`config.mk`:
```
export PLATFORM = sky130hd
export DESIGN_NAME = padded_tensor_key_filter_top
export DESIGN_NICKNAME = d
export VERILOG_FILES = /design/src/rtl/ptkf_pkg.sv /design/src/rtl/padded_tensor_key_filter_top.sv /design/src/rtl/ptkf_divider.sv /design/src/rtl/ptkf_front.sv /design/src/rtl/ptkf_back.sv
export SDC_FILE = /design/constraint.sdc
export NUM_CORES = 1
export LEC_CHECK = 0
export BUFFER_PORTS_ARGS = -buffer_cell sky130_fd_sc_hd__buf_2
export CELL_PAD_IN_SITES_DETAIL_PLACEMENT = 1
export CELL_PAD_IN_SITES_GLOBAL_PLACEMENT = 2
export CORE_ASPECT_RATIO = 0.5
export CORE_MARGIN = 8
export CORE_UTILIZATION = 35
export CTS_BUF_LIST = sky130_fd_sc_hd__clkbuf_4
export CTS_CLUSTER_SIZE = 14
export DETAILED_ROUTE_END_ITERATION = 10
export GPL_ROUTABILITY_DRIVEN = 1
export PLACE_DENSITY = 0.7
export SYNTH_ARGS = -nofsm -noshare
export SYNTH_HDL_FRONTEND = slang
export SYNTH_SLANG_ARGS = --single-unit
```
`constraint.sdc`:
```
create_clock -name clk_i -period 13.8 [get_ports clk_i]
set_input_delay 0.69 -clock clk_i [delete_from_list [all_inputs] [get_ports clk_i]]
set_output_delay 0.69 -clock clk_i [all_outputs]
set_load 0.01 [all_outputs]
```
`src/rtl/ptkf_pkg.sv`:
```
// Shared types, constants and configuration layout of the padded tensor key filter.
package ptkf_pkg;

  localparam int unsigned MaxDims   = 4;
  localparam int unsigned LenBits   = 16;
  localparam int unsigned ValueBits = 64;
  localparam int unsigned KeyBits   = 63;
  localparam int unsigned DimBits   = 3;
  localparam int unsigned SymBits   = 8;
  localparam int unsigned AddrBits  = 6;
  localparam int unsigned DataBits  = 64;
  localparam int unsigned FifoDepth = 2;

  typedef enum logic [2:0] {
    REG_DIM_COUNT = 3'd0,
    REG_EDGE      = 3'd1,
    REG_PAD       = 3'd2,
    REG_PREPAD    = 3'd3,
    REG_SYM       = 3'd4
  } reg_idx_e;

  typedef enum logic [1:0] {
    SYM_NONE   = 2'd0,
    SYM_SYM    = 2'd1,
    SYM_ANTI   = 2'd2,
    SYM_HOLLOW = 2'd3
  } sym_e;

  typedef enum logic [1:0] {
    ST_IDLE   = 2'd0,
    ST_DIVIDE = 2'd1,
    ST_CHECK  = 2'd2,
    ST_EMIT   = 2'd3
  } back_state_e;

  typedef struct packed {
    logic [KeyBits-1:0]   pair_key;
    logic [ValueBits-1:0] pair_value;
    logic                 last_pair;
  } in_item_t;

  typedef struct packed {
    logic                 keep;
    logic [KeyBits-1:0]   out_key;
    logic [ValueBits-1:0] out_value;
    logic [KeyBits-1:0]   kept_count;
    logic                 batch_end;
  } out_item_t;

  // A queued item with its front-end classification.
  typedef struct packed {
    in_item_t item;
    logic     trivial;
  } task_t;

  typedef struct packed {
    logic [DimBits-1:0]  dim_count;
    logic [63:0]         edge_lengths;
    logic [63:0]         pad_lengths;
    logic [63:0]         prepad_lengths;
    logic [SymBits-1:0]  symmetry_codes;
  } cfg_t;

endpackage

```
`src/rtl/padded_tensor_key_filter_top.sv`:
```
// Top level of the padded tensor key filter with its configuration registers.
//
// Items enter on a queue-style port: an item is taken when push_i is high and
// full_o is low. A two-entry queue holds accepted items for the back end.
// Results leave the same way: while empty_o is low the oldest result is on
// out_item_o, and it is taken when pop_i is high.
// Each dimension in use takes a pass through a one-bit-per-cycle divider
// shared over all dimensions that splits the key into digits; the back end
// takes the item from the queue, divides one dimension after another and
// then registers its result. It starts a new item only once that result is
// registered; a pair with a zero radix or an early out-of-range digit skips
// the remaining divisions.
// The front end keeps accepting items into its queue while the back end works
// or a result waits; when the receiver stalls, the back end holds its result
// and the queue fills, after which full_o stays high.
// Reset clears the queue, the running kept count and the configuration, with
// dimension count one. Registers sit at byte addresses 8 apart; the user must
// write configuration over the APB port only while idle, unchecked by the block.
module padded_tensor_key_filter_top (
  input  logic                             clk_i,
  input  logic                             rst_ni,
  input  logic                             push_i,
  output logic                             full_o,
  input  ptkf_pkg::in_item_t               in_item_i,
  output logic                             empty_o,
  input  logic                             pop_i,
  output ptkf_pkg::out_item_t              out_item_o,
  input  logic                             psel,
  input  logic                             penable,
  input  logic                             pwrite,
  input  logic [ptkf_pkg::AddrBits-1:0]    paddr,
  input  logic [ptkf_pkg::DataBits-1:0]    pwdata,
  output logic [ptkf_pkg::DataBits-1:0]    prdata,
  output logic                             pready
);

  ptkf_pkg::cfg_t  cfg_q;
  ptkf_pkg::task_t task_item;
  logic            task_valid, task_take;
  logic [2:0]      reg_idx;

  assign pready  = 1'b1;
  assign reg_idx = paddr[5:3];

  always_ff @(posedge clk_i or negedge rst_ni) begin
    if (!rst_ni) begin
      cfg_q.dim_count      <= 3'd1;
      cfg_q.edge_lengths   <= '0;
      cfg_q.pad_lengths    <= '0;
      cfg_q.prepad_lengths <= '0;
      cfg_q.symmetry_codes <= '0;
    end else if (psel && penable && pwrite) begin
      case (ptkf_pkg::reg_idx_e'(reg_idx))
        ptkf_pkg::REG_DIM_COUNT: cfg_q.dim_count      <= pwdata[2:0];
        ptkf_pkg::REG_EDGE:      cfg_q.edge_lengths   <= pwdata;
        ptkf_pkg::REG_PAD:       cfg_q.pad_lengths    <= pwdata;
        ptkf_pkg::REG_PREPAD:    cfg_q.prepad_lengths <= pwdata;
        ptkf_pkg::REG_SYM:       cfg_q.symmetry_codes <= pwdata[7:0];
        default: ;
      endcase
    end
  end

  always_comb begin
    case (ptkf_pkg::reg_idx_e'(reg_idx))
      ptkf_pkg::REG_DIM_COUNT: prdata = 64'(cfg_q.dim_count);
      ptkf_pkg::REG_EDGE:      prdata = cfg_q.edge_lengths;
      ptkf_pkg::REG_PAD:       prdata = cfg_q.pad_lengths;
      ptkf_pkg::REG_PREPAD:    prdata = cfg_q.prepad_lengths;
      ptkf_pkg::REG_SYM:       prdata = 64'(cfg_q.symmetry_codes);
      default:                 prdata = '0;
    endcase
  end

  ptkf_front u_front (
    .clk_i        (clk_i),
    .rst_ni       (rst_ni),
    .push_i       (push_i),
    .full_o       (full_o),
    .in_item_i    (in_item_i),
    .dim_count_i  (cfg_q.dim_count),
    .task_valid_o (task_valid),
    .task_o       (task_item),
    .task_take_i  (task_take)
  );

  ptkf_back u_back (
    .clk_i        (clk_i),
    .rst_ni       (rst_ni),
    .cfg_i        (cfg_q),
    .task_valid_i (task_valid),
    .task_i       (task_item),
    .task_take_o  (task_take),
    .empty_o      (empty_o),
    .pop_i        (pop_i),
    .out_item_o   (out_item_o)
  );

endmodule

```
`src/rtl/ptkf_divider.sv`:
```
// Radix-2 restoring divider of a 63-bit key by a 17-bit radix, one bit per cycle.
module ptkf_divider (
  input  logic                          clk_i,
  input  logic                          rst_ni,
  input  logic                          start_i,
  input  logic [ptkf_pkg::KeyBits-1:0]  dividend_i,
  input  logic [ptkf_pkg::LenBits:0]    divisor_i,
  output logic                          done_o,
  output logic [ptkf_pkg::KeyBits-1:0]  quot_o,
  output logic [ptkf_pkg::LenBits:0]    rem_o
);

  logic [ptkf_pkg::KeyBits-1:0] quot_q, quot_d;
  logic [ptkf_pkg::LenBits:0]   rem_q, rem_d;
  logic [ptkf_pkg::LenBits:0]   div_q;
  logic [5:0]                   cnt_q, cnt_d;
  logic                         busy_q, busy_d;
  logic [ptkf_pkg::LenBits+1:0] trial;

  always_comb begin
    quot_d = quot_q;
    rem_d  = rem_q;
    cnt_d  = cnt_q;
    busy_d = busy_q;
    trial  = {rem_q, quot_q[ptkf_pkg::KeyBits-1]};
    done_o = 1'b0;
    if (start_i) begin
      quot_d = dividend_i;
      rem_d  = '0;
      cnt_d  = 6'(ptkf_pkg::KeyBits - 1);
      busy_d = 1'b1;
    end else if (busy_q) begin
      quot_d = {quot_q[ptkf_pkg::KeyBits-2:0], 1'b0};
      if (trial >= {1'b0, div_q}) begin
        rem_d    = ptkf_pkg::LenBits'(0) + (ptkf_pkg::LenBits+1)'(trial - {1'b0, div_q});
        quot_d[0] = 1'b1;
      end else begin
        rem_d = (ptkf_pkg::LenBits+1)'(trial);
      end
      if (cnt_q == '0) begin
        busy_d = 1'b0;
        done_o = 1'b1;
      end else begin
        cnt_d = cnt_q - 6'd1;
      end
    end
  end

  always_ff @(posedge clk_i or negedge rst_ni) begin
    if (!rst_ni) begin
      busy_q <= 1'b0;
      cnt_q  <= '0;
    end else begin
      busy_q <= busy_d;
      cnt_q  <= cnt_d;
    end
  end

  always_ff @(posedge clk_i) begin
    quot_q <= quot_d;
    rem_q  <= rem_d;
    if (start_i) div_q <= divisor_i;
  end

  assign quot_o = quot_d;
  assign rem_o  = rem_d;

endmodule

```
`src/rtl/ptkf_front.sv`:
```
// Front end: accepts items, classifies them and queues them for the back end.
module ptkf_front (
  input  logic                       clk_i,
  input  logic                       rst_ni,
  input  logic                       push_i,
  output logic                       full_o,
  input  ptkf_pkg::in_item_t         in_item_i,
  input  logic [ptkf_pkg::DimBits-1:0] dim_count_i,
  output logic                       task_valid_o,
  output ptkf_pkg::task_t            task_o,
  input  logic                       task_take_i
);

  ptkf_pkg::task_t slot_q [ptkf_pkg::FifoDepth];
  logic            wr_q, rd_q;
  logic [1:0]      cnt_q;
  logic            do_push, do_pop;

  assign full_o       = (cnt_q == 2'(ptkf_pkg::FifoDepth));
  assign do_push      = push_i && !full_o;
  assign task_valid_o = (cnt_q != '0);
  assign do_pop       = task_take_i && task_valid_o;
  assign task_o       = slot_q[rd_q];

  always_ff @(posedge clk_i or negedge rst_ni) begin
    if (!rst_ni) begin
      wr_q  <= 1'b0;
      rd_q  <= 1'b0;
      cnt_q <= '0;
    end else begin
      if (do_push) wr_q <= !wr_q;
      if (do_pop) rd_q <= !rd_q;
      cnt_q <= cnt_q + 2'(do_push) - 2'(do_pop);
    end
  end

  // With no dimensions in use nothing is checked and the pair is kept.
  always_ff @(posedge clk_i) begin
    if (do_push) begin
      slot_q[wr_q].item    <= in_item_i;
      slot_q[wr_q].trivial <= (dim_count_i == '0);
    end
  end

endmodule

```
`src/rtl/ptkf_back.sv`:
```
// Back end: splits keys into digits on a shared divider, checks bounds and symmetry.
module ptkf_back (
  input  logic                         clk_i,
  input  logic                         rst_ni,
  input  ptkf_pkg::cfg_t               cfg_i,
  input  logic                         task_valid_i,
  input  ptkf_pkg::task_t              task_i,
  output logic                         task_take_o,
  output logic                         empty_o,
  input  logic                         pop_i,
  output ptkf_pkg::out_item_t          out_item_o
);

  localparam int unsigned L = ptkf_pkg::LenBits;

  ptkf_pkg::back_state_e state_q, state_d;
  ptkf_pkg::in_item_t    item_q;
  logic [ptkf_pkg::KeyBits-1:0] rest_q, rest_d;
  logic [L-1:0]          digit_q [ptkf_pkg::MaxDims];
  logic [1:0]            dim_q, dim_d;
  logic [2:0]            n_q;
  logic                  ok_q, ok_d;
  logic [ptkf_pkg::KeyBits-1:0] kept_q, kept_d;
  ptkf_pkg::out_item_t   out_q, out_d;
  logic                  out_valid_q, out_valid_d;
  logic                  div_start, div_done;
  logic [ptkf_pkg::KeyBits-1:0] quot;
  logic [L:0]            rem;
  logic [L-1:0]          edge_f, pad_f, pre_f;
  logic [L:0]            radix;
  logic                  load_digit;
  logic                  sym_ok;
  logic                  keep;

  assign edge_f = cfg_i.edge_lengths[dim_q*L +: L];
  assign pad_f  = cfg_i.pad_lengths[dim_q*L +: L];
  assign pre_f  = cfg_i.prepad_lengths[dim_q*L +: L];
  assign radix  = {1'b0, edge_f} + {1'b0, pad_f};

  ptkf_divider u_div (
    .clk_i      (clk_i),
    .rst_ni     (rst_ni),
    .start_i    (div_start),
    .dividend_i (rest_q),
    .divisor_i  (radix),
    .done_o     (div_done),
    .quot_o     (quot),
    .rem_o      (rem)
  );

  always_comb begin
    sym_ok = 1'b1;
    for (int d = 0; d < ptkf_pkg::MaxDims - 1; d++) begin
      if (3'(d + 1) < n_q) begin
        case (ptkf_pkg::sym_e'(cfg_i.symmetry_codes[2*d +: 2]))
          ptkf_pkg::SYM_SYM: if (digit_q[d+1] < digit_q[d]) sym_ok = 1'b0;
          ptkf_pkg::SYM_ANTI, ptkf_pkg::SYM_HOLLOW:
            if (digit_q[d+1] <= digit_q[d]) sym_ok = 1'b0;
          default: ;
        endcase
      end
    end
  end

  always_comb begin
    state_d     = state_q;
    rest_d      = rest_q;
    dim_d       = dim_q;
    ok_d        = ok_q;
    kept_d      = kept_q;
    out_d       = out_q;
    out_valid_d = out_valid_q;
    task_take_o = 1'b0;
    div_start   = 1'b0;
    load_digit  = 1'b0;
    keep        = 1'b0;
    if (out_valid_q && pop_i) out_valid_d = 1'b0;
    case (state_q)
      ptkf_pkg::ST_IDLE: begin
        if (task_valid_i) begin
          task_take_o = 1'b1;
          rest_d      = task_i.item.pair_key;
          dim_d       = '0;
          ok_d        = 1'b1;
          state_d     = task_i.trivial ? ptkf_pkg::ST_CHECK : ptkf_pkg::ST_DIVIDE;
          div_start   = 1'b0;
        end
      end
      ptkf_pkg::ST_DIVIDE: begin
        if (!ok_q) begin
          state_d = ptkf_pkg::ST_CHECK;
        end else if (radix == '0) begin
          ok_d    = 1'b0;
          state_d = ptkf_pkg::ST_CHECK;
        end else begin
          state_d = ptkf_pkg::ST_EMIT;
          div_start = 1'b1;
        end
      end
      ptkf_pkg::ST_EMIT: begin
        // Waiting on the divider for the current dimension.
        if (div_done) begin
          load_digit = 1'b1;
          rest_d     = quot;
          if ({1'b0, rem} >= {2'b0, edge_f} || rem < {1'b0, pre_f}) ok_d = 1'b0;
          if (3'(dim_q) + 3'd1 >= n_q) begin
            state_d = ptkf_pkg::ST_CHECK;
          end else begin
            dim_d   = dim_q + 2'd1;
            state_d = ptkf_pkg::ST_DIVIDE;
          end
        end
      end
      ptkf_pkg::ST_CHECK: begin
        if (!out_valid_d) begin
          keep             = ok_q && sym_ok;
          kept_d           = keep ? kept_q + 63'd1 : kept_q;
          out_d.keep       = keep;
          out_d.out_key    = item_q.pair_key;
          out_d.out_value  = item_q.pair_value;
          out_d.kept_count = kept_d;
          out_d.batch_end  = item_q.last_pair;
          if (item_q.last_pair) kept_d = '0;
          out_valid_d      = 1'b1;
          state_d          = ptkf_pkg::ST_IDLE;
        end
      end
      default: state_d = ptkf_pkg::ST_IDLE;
    endcase
  end

  always_ff @(posedge clk_i or negedge rst_ni) begin
    if (!rst_ni) begin
      state_q     <= ptkf_pkg::ST_IDLE;
      kept_q      <= '0;
      out_valid_q <= 1'b0;
      dim_q       <= '0;
      ok_q        <= 1'b0;
    end else begin
      state_q     <= state_d;
      kept_q      <= kept_d;
      out_valid_q <= out_valid_d;
      dim_q       <= dim_d;
      ok_q        <= ok_d;
    end
  end

  always_ff @(posedge clk_i) begin
    rest_q <= rest_d;
    out_q  <= out_d;
    if (task_take_o) begin
      item_q <= task_i.item;
      n_q    <= (task_i.trivial) ? 3'd0 :
                (cfg_i.dim_count > 3'(ptkf_pkg::MaxDims)) ? 3'(ptkf_pkg::MaxDims) :
                cfg_i.dim_count;
    end
    if (load_digit) digit_q[dim_q] <= rem[L-1:0];
  end

  assign empty_o    = !out_valid_q;
  assign out_item_o = out_q;

endmodule
```
-- Word-level counts from Yosys, hierarchy flattened
Memories as Yosys holds them, arrays and structs flattened.
Cells that the tools add are included.
- register bits after elaboration: 766
- bits in latches: 0
- RAM bits: 322
- bits in read-only memories: 0
- input port bits: 205
- memories: 2
- memories (memory ; depth ; width ; rd ports ; clocked after memory_dff ; write ports ; RTL line ; RTL):
    u_front.slot_q ; 2 ; 129 ; 1 ; 0 ; 1 ; ptkf_front.sv:14 ; ptkf_pkg::task_t slot_q [ptkf_pkg::FifoDepth];
    u_back.digit_q ; 4 ; 16 ; 4 ; 0 ; 1 ; ptkf_back.sv:19 ; logic [L-1:0] digit_q [ptkf_pkg::MaxDims];
- $add $sub $neg: 8
- multipliers: 0
- divide/modulo/power cells: 0
- $lt $le $gt $ge: 14
- equality and inequality tests: 23
- shift operators: 3
- mux-type cells: 63
- bitwise operators: 1
- reductions and logical operators: 35
- operators with widths (operator ; number):
    $mux W63 ; 6
    $pmux W64 S5 ; 1
    $shiftx A64 B7 Y16 ; 3
    $pmux W63 S2 ; 1
    $add A63 B1 Y63 const B ; 1
    $mux W17 ; 3
    $le A16 B16 Y1 ; 3
    $lt A16 B16 Y1 ; 3
    $mux W1 ; 33
    $eq A2 B2 Y1 const B ; 9
    $ge A18 B17 Y1 ; 1
    $mux W2 ; 9
    $mux W6 ; 3
    $add A16 B16 Y17 ; 1
    $ge A17 B16 Y1 ; 1
    $logic_not A17 Y1 ; 1
    $lt A17 B16 Y1 ; 1
    $sub A17 B17 Y17 ; 1
    $reduce_and A2 Y1 ; 7
    $eq A2 B1 Y1 const B ; 4
    $pmux W2 S4 ; 1
    $reduce_and A4 Y1 ; 2
    $reduce_or A2 Y1 ; 4
    $eq A3 B2 Y1 const B ; 2
    27 further kinds ; 46

-- Logic depth before layout (Yosys ltp)
An unclocked memory read counts as a cell.
- depth after elaboration: 14
- depth in mapped cells: 28
- gate-level depth less buffers: 24

-- Modules after synthesis
From an unflattened synthesis, not the netlist that was laid out.
- cells, all modules: 3316
- area total of the unflattened synthesis: 47794.6 um^2
- modules (own cells, without submodules) (module ; times used ; cells an instance ; area each (um^2)):
    ptkf_back ; 1 ; 1661 ; 23735.3
    ptkf_front ; 1 ; 420 ; 9540.4
    padded_tensor_key_filter_top ; 1 ; 669 ; 9317.7
    ptkf_divider ; 1 ; 566 ; 5201.2

-- Least setup slack after synthesis
OpenSTA, ideal clock, no wires.
- kind: reg-to-reg
- start point: reg u_back.state_q[0]
- end point: reg u_front.cnt_q[1]
- setup time: 80 ps
- data arrival time: 7923 ps
- data required time: 13720 ps
- setup slack: 5797 ps
- cell stages (with the launch flop): 9
- buffers on the path: 0
- clock period less this slack: 8003 ps
- cell sequence: dfrtp_1 -> inv_1 -> ha_1 -> nor2b_1 -> ha_1 -> inv_1 -> ha_1 -> xnor2_1 -> xnor2_1
- word-level cells in the longest chain between the ends: 4
- RTL lines (item ; RTL line ; RTL):
    start, declared ; ptkf_back.sv:16 ; ptkf_pkg::back_state_e state_q, state_d;
    start signal, assigned ; ptkf_back.sv:134 ; state_q <= ptkf_pkg::ST_IDLE;
    start signal, assigned ; ptkf_back.sv:140 ; state_q <= state_d;
    $logic_not A2 Y1 ; ptkf_back.sv:78 ; case (state_q)
    $mux W1 ; ptkf_back.sv:78 ;
    via task_take ; padded_tensor_key_filter_top.sv:39 ; logic task_valid, task_take;
    $logic_and A1 B1 Y1 ; ptkf_front.sv:22 ; assign do_pop = task_take_i && task_valid_o;
    $sub A2 B1 Y2 ; ptkf_front.sv:33 ; cnt_q <= cnt_q + 2'(do_push) - 2'(do_pop);
    end signal, assigned ; ptkf_front.sv:33 ;
    end, declared ; ptkf_front.sv:16 ; logic [1:0] cnt_q;
The timed path passes the listed nets, and every way through them passes these cells.
A chain may end at the register's enable or synchronous reset.

-- Worst setup path in the final report
- start point: reg u_back.dim_q[0]
- end point: reg u_back.ok_q
- word-level cells in the longest chain between the ends: 11
- elaborated cells between the ends (all ways): 17
- classes of those cells: 1 x add/sub; 2 x order compare; 2 x eq/ne; 3 x shift; 6 x mux; 3 x reduce/logical
- RTL lines (item ; RTL line ; RTL):
    start, declared ; ptkf_back.sv:20 ; logic [1:0] dim_q, dim_d;
    start signal, assigned ; ptkf_back.sv:143 ; dim_q <= dim_d;
    $shiftx A64 B7 Y16 (on tied branches) ; ptkf_back.sv:35, ptkf_back.sv:36 ;
    $add A16 B16 Y17 * ; ptkf_back.sv:38 ; assign radix = {1'b0, edge_f} + {1'b0, pad_f};
    $logic_not A17 Y1 * ; ptkf_back.sv:92 ; end else if (radix == '0) begin
    $mux W1 * ; ptkf_back.sv:92 ;
    $mux W1 * ; ptkf_back.sv:90 ; if (!ok_q) begin
    $mux W1 * ; n/a ;
    $mux W17 * ; ptkf_divider.sv:27 ; if (start_i) begin
    via u_back.rem[14] ; ptkf_back.sv:28 ; logic [L:0] rem;
    $ge A17 B16 Y1 / $lt A17 B16 Y1 (equally long branches) ; ptkf_back.sv:105 ; if ({1'b0, rem} >= {2'b0, edge_f} || rem < {1'b0, pre_f}) ok_d = 1'b0;
    $logic_or A1 B1 Y1 * ; ptkf_back.sv:105 ;
    $ne A2 B1 Y1 (no line) * ; n/a ;
    $reduce_and A4 Y1 (no line) * ; n/a ;
    end signal, assigned ; ptkf_back.sv:144 ; ok_q <= ok_d;
    end, declared ; ptkf_back.sv:22 ; logic ok_q, ok_d;
The timed path passes the listed nets; every way through them passes the cells marked *.

==> metrics.md <==
| Metric | Value |
|---|---|
| CORE AREA | `134400 um^2` |
| DRT iter0 DRCs | `1337` |
| Net switching power | `4411 uW` |
| Synth Area in XOR/XNOR | `0.01773` |
| CP cell instances | `buf_4, mux4_2, ha_1, fa_1, a211oi_4, o31ai_4, o2111a_1, o41ai_1, a41o_4, inv_2, a211oi_1, ha_1, and4_1, nand4_1, nor3_1, nand2_1, nand2_1, a21oi_1, nor2b_1, o22ai_1, a21boi_0, o31ai_2` |
| Post-synth top area share | `0.4590` |
| Clk slew on worst S/H paths | `0.09 ns` |
| Vias | `30250` |
| Worst r2r src | `u_back.dim_q[0]$_DFFE_PN0P_` |
| Synthesized Nets | `3611` |
| Least-Margin Pin Slew | `1.231 ns` |
| Routed len/inst | `21.89 um` |
| Synth Area in Compound Gates | `0.06539` |
| Combinational share of power | `0.340` |
| First-pass GRT wire length | `204600 um` |
| Post-synth EDFFs | `725` |
| Largest net degree at the start of global routing | `99` |
| Final setup vio count | `0` |
| Commonest cells after routing, fill and taps aside | `edfxtp_1 (725), mux2_2 (459), buf_2 (457)` |
| Worst Path Required | `14.67 ns` |
| Util after Layout | `0.4250` |
| Crit Path Max Fanout | `62` |
| Final GP Congestion | `0.8100` |
| Number of global-route vias before repair | `33630` |
| Setup TNS | `0 ns` |
| Sequential area share after synthesis | `0.6420` |
| Die Y | `276.3 um` |
| WP buf/inv | `2` |
| Setup crit start | `u_back.dim_q[0]$_DFFE_PN0P_` |
| Antenna violations before repair | `5` |
| CP Launch Type | `register` |
| Top post-synthesis cells by area | `edfxtp_1 (46%), dfrtp_1 (15%), mux2_2 (11%), dfxtp_1 (3.4%), ha_1 (3.3%)` |
| Die W | `536.6 um` |
| Average cell area after synthesis | `14.48 um^2` |
| Synth area leader | `edfxtp_1` |
| Crit path depth | `22` |
| R2r worst-path depth | `22` |
| Final min period | `8.606 ns` |
| Max IR drop VDD | `0.1333 mV` |
| Largest family of logic cells by synthesized area | `multiplexers` |
| P&R area growth vs syn | `20.44%` |
| Max_slew headroom | `0.1746` |
| Commonest non-fill, non-tap cell in the layout | `edfxtp_1` |
| Nets@finish | `4414` |
| Mapped Area | `47440 um^2` |
| Pre-antenna DRT Iters | `5` |
| Mux cell area share after synthesis | `0.1526` |
| Int Power | `8073 uW` |
| Number of port buffers | `459` |
| Hold Fails Final Rpt | `0` |
| Cell Rows | `95` |
| Asr flop ratio synth | `0.2601` |
| Skew-Pair Late Insertion Delay | `1.05 ns` |
| Vias per std cell | `4.976` |
| Internal reg-to-reg setup slack | `5.19 ns` |
| Status | `finished clean` |
| FMAX | `116.2 MHz` |
| Antenna viol nets, final | `0` |
| RR Endpoint | `u_back.ok_q$_DFFE_PN0P_` |
| Part of the power in the clock network | `0.227` |
| Worst hold path type | `in -> reg` |
| Crit path kind | `reg -> reg` |
| Num CTS Buffers | `272` |
| Post-CTS resize count | `0` |
| # DRC | `0` |
| Crit share post-route | `0.6236` |
| Leak | `0.02345 uW` |
| Total grt overflow | `0` |
| CTS root buf | `clkbuf_4` |
| CP endpoint | `u_back.ok_q$_DFFE_PN0P_` |
| Worst Path Arrival | `9.48 ns` |
| Final Max Tran Viols | `0` |
| Sw frac | `0.3533` |
| Pwr per Cell Area | `218.5 nW/um^2` |
| Initial Util | `0.3529` |
| Final wirelength | `133100 um` |
| Synth Flop Type | `edfxtp_1` |
| Yosys warns | `0` |
| CTS tree | `done` |
| Sink Count | `1088` |
| DP HPWL | `86650 um` |
| Clock skew | `0.08374 ns` |
| GRT Overall Usage | `0.1756` |
| Die area | `148300 um^2` |
| Synth Area in Simple Gates | `0.06146` |
| Slowest Stage Delay on Critical Path | `0.96 ns` |
| Number of synthesized register bits | `1088` |
| Sequential Power Share | `0.433` |
| Synth cell types | `79` |
| RSZ-0062 raised after global routing | `false` |
| Element type at the critical path end | `register` |
| Post-CTS setup buffer count | `0` |
| # H-tree levels | `5` |
| Max-cap violations | `0` |
| Worst path slowest cell | `a211oi_1` |
| Hold buffers post-CTS | `195` |
| I/O Pins | `464` |
| Synth Area in Adders | `0.03434` |
| Ratio of cells with drive above 1 in the final layout | `0.3583` |
| Post-synthesis cell count | `3277` |
| Clock Tree Buf Depth | `4` |
| Top cell family by delay on the critical path | `compound AO/OA/AOI/OAI gates` |
-- area by class of cell --
type / instances / area, um^2
Fill cell: 13970 / 77300
Sequential cell: 1088 / 30470
Multi-Input combinational cell: 1881 / 15810
Timing Repair Buffer: 691 / 4539
Clock buffer: 427 / 3206
Tap cell: 1794 / 2245
Inverter: 146 / 555.5
Clock inverter: 46 / 299.0
Antenna cell: 6 / 15.01
-- Yosys cell counts (14+ instances only) --
library cell  instances
inv_1               143
o211ai_1             26
and3_1               27
nand4_1              28
nor2b_1              31
clkbuf_1            123
a21oi_1              72
mux2_2              459
a22oi_1              83
nand2_1             141
buf_1                21
xnor2_1              49
dfxtp_1              80
or3_1                14
a21o_1               29
o21ai_0              47
or4_1                24
a21oi_2              51
ha_1                127
mux4_2               47
xor2_1               47
a211oi_1             15
nor3_1               40
dfrtp_1             282
nor2_1              219
edfxtp_1            725
nand3_1              54
mux2i_1             100
-- how the worst min path moves through the flow --
| stage | start | endpoint | slack, ns | cells after the start |
|---|---|---|---|---|
| 2_1_floorplan | rst_ni | cfg_q[0]$_DFFE_PN0P_ | 0.39 | 0 |
| 3_3_place_gp | u_back.item_q[2]$_DFFE_PP_ | u_back.out_item_o[65]$_DFFE_PP_ | 0.40 | 0 |
| 3_5_place_dp | u_back.item_q[72]$_DFFE_PP_ | u_back.out_item_o[135]$_DFFE_PP_ | 0.41 | 0 |
| 6_report | in_item_i[38] | u_front.slot_q[0][39]$_DFFE_PP_ | 0.38 | 2 |
| 5_1_grt | in_item_i[114] | u_front.slot_q[0][115]$_DFFE_PP_ | 0.24 | 2 |
| 4_1_cts | in_item_i[18] | u_front.slot_q[0][19]$_DFFE_PP_ | 0.21 | 2 |
-- sequential cells by signal (all words and copies together), names as in the netlist, 3 cells and up --
| signal | flops |
|---|---|
| u_back.out_item_o | 192 |
| u_back.u_div.quot_q | 63 |
| u_back.rest_q | 63 |
| u_back.digit_q | 64 |
| u_back.u_div.rem_q | 17 |
| u_front.slot_q | 258 |
| u_back.item_q | 128 |
| u_back.u_div.cnt_q | 6 |
| cfg_q | 203 |
| u_back.u_div.div_q | 17 |
| u_back.kept_q | 63 |
| u_back.n_q | 3 |
-- worst register-to-register path, cell delays in order, from the launching register on --
cell and delay [ns]:
dfrtp_2 0.52, buf_4 0.73, mux4_2 0.71, ha_1 0.25, fa_1 0.45, a211oi_4 0.33
o31ai_4 0.15, o2111a_1 0.32, o41ai_1 0.75, a41o_4 0.86, inv_2 0.58, a211oi_1 0.96
ha_1 0.28, and4_1 0.18, nand4_1 0.13, nor3_1 0.49, nand2_1 0.11, nand2_1 0.08
a21oi_1 0.06, nor2b_1 0.11, o22ai_1 0.08, a21boi_0 0.24, o31ai_2 0.11
-- power groups by stage --
stage	sequential [uW]	clock, uW	combinational [uW]
5_1_grt	5520	3120	4650
3_3_place_gp	5430	0	4150
6_report	5410	2830	4240
4_1_cts	5410	2950	4320
2_1_floorplan	5480	0	2740
3_5_place_dp	5480	0	4250
-- logic make-up (layout without fill, tap and decap cells) --
logic type | after synthesis | count (layout)
mux | 607 | 607
xor+xnor | 96 | 96
fa+ha+maj | 129 | 129
flops | 1088 | 1088
simple gates | 619 | 619
other cells | 1 | 7
compound gates | 429 | 429
buf+inv | 308 | 1310
-- metal layers --
metal | up-vias | GRT usage | routed length [um]
met5 | - | 0 | 11
met4 | 2 | 0.05204 | 3299
met3 | 207 | 0.03753 | 5334
met2 | 551 | 0.3037 | 66750
met1 | 15450 | 0.2208 | 57670
li1 | 14040 | - | -
-- stage by stage --
step / hold slack (ns) / total power, uW / setup slack (ns) / area (um^2) / std cells
after floorplan: 0.3944 / 8225 / 5.797 / 47440 / 3277
after global placement: 0.4017 / 9577 / 5.111 / 51660 / 5405
after detailed placement: 0.4052 / 9735 / 4.995 / 51660 / 5405
after CTS: 0.2069 / 12680 / 5.037 / 57120 / 6073
after global routing: 0.2395 / 13280 / 4.618 / 57120 / 6076
final: 0.3842 / 12480 / 5.194 / 57130 / 6079
Note: power is estimated with default switching activity, not from simulation.
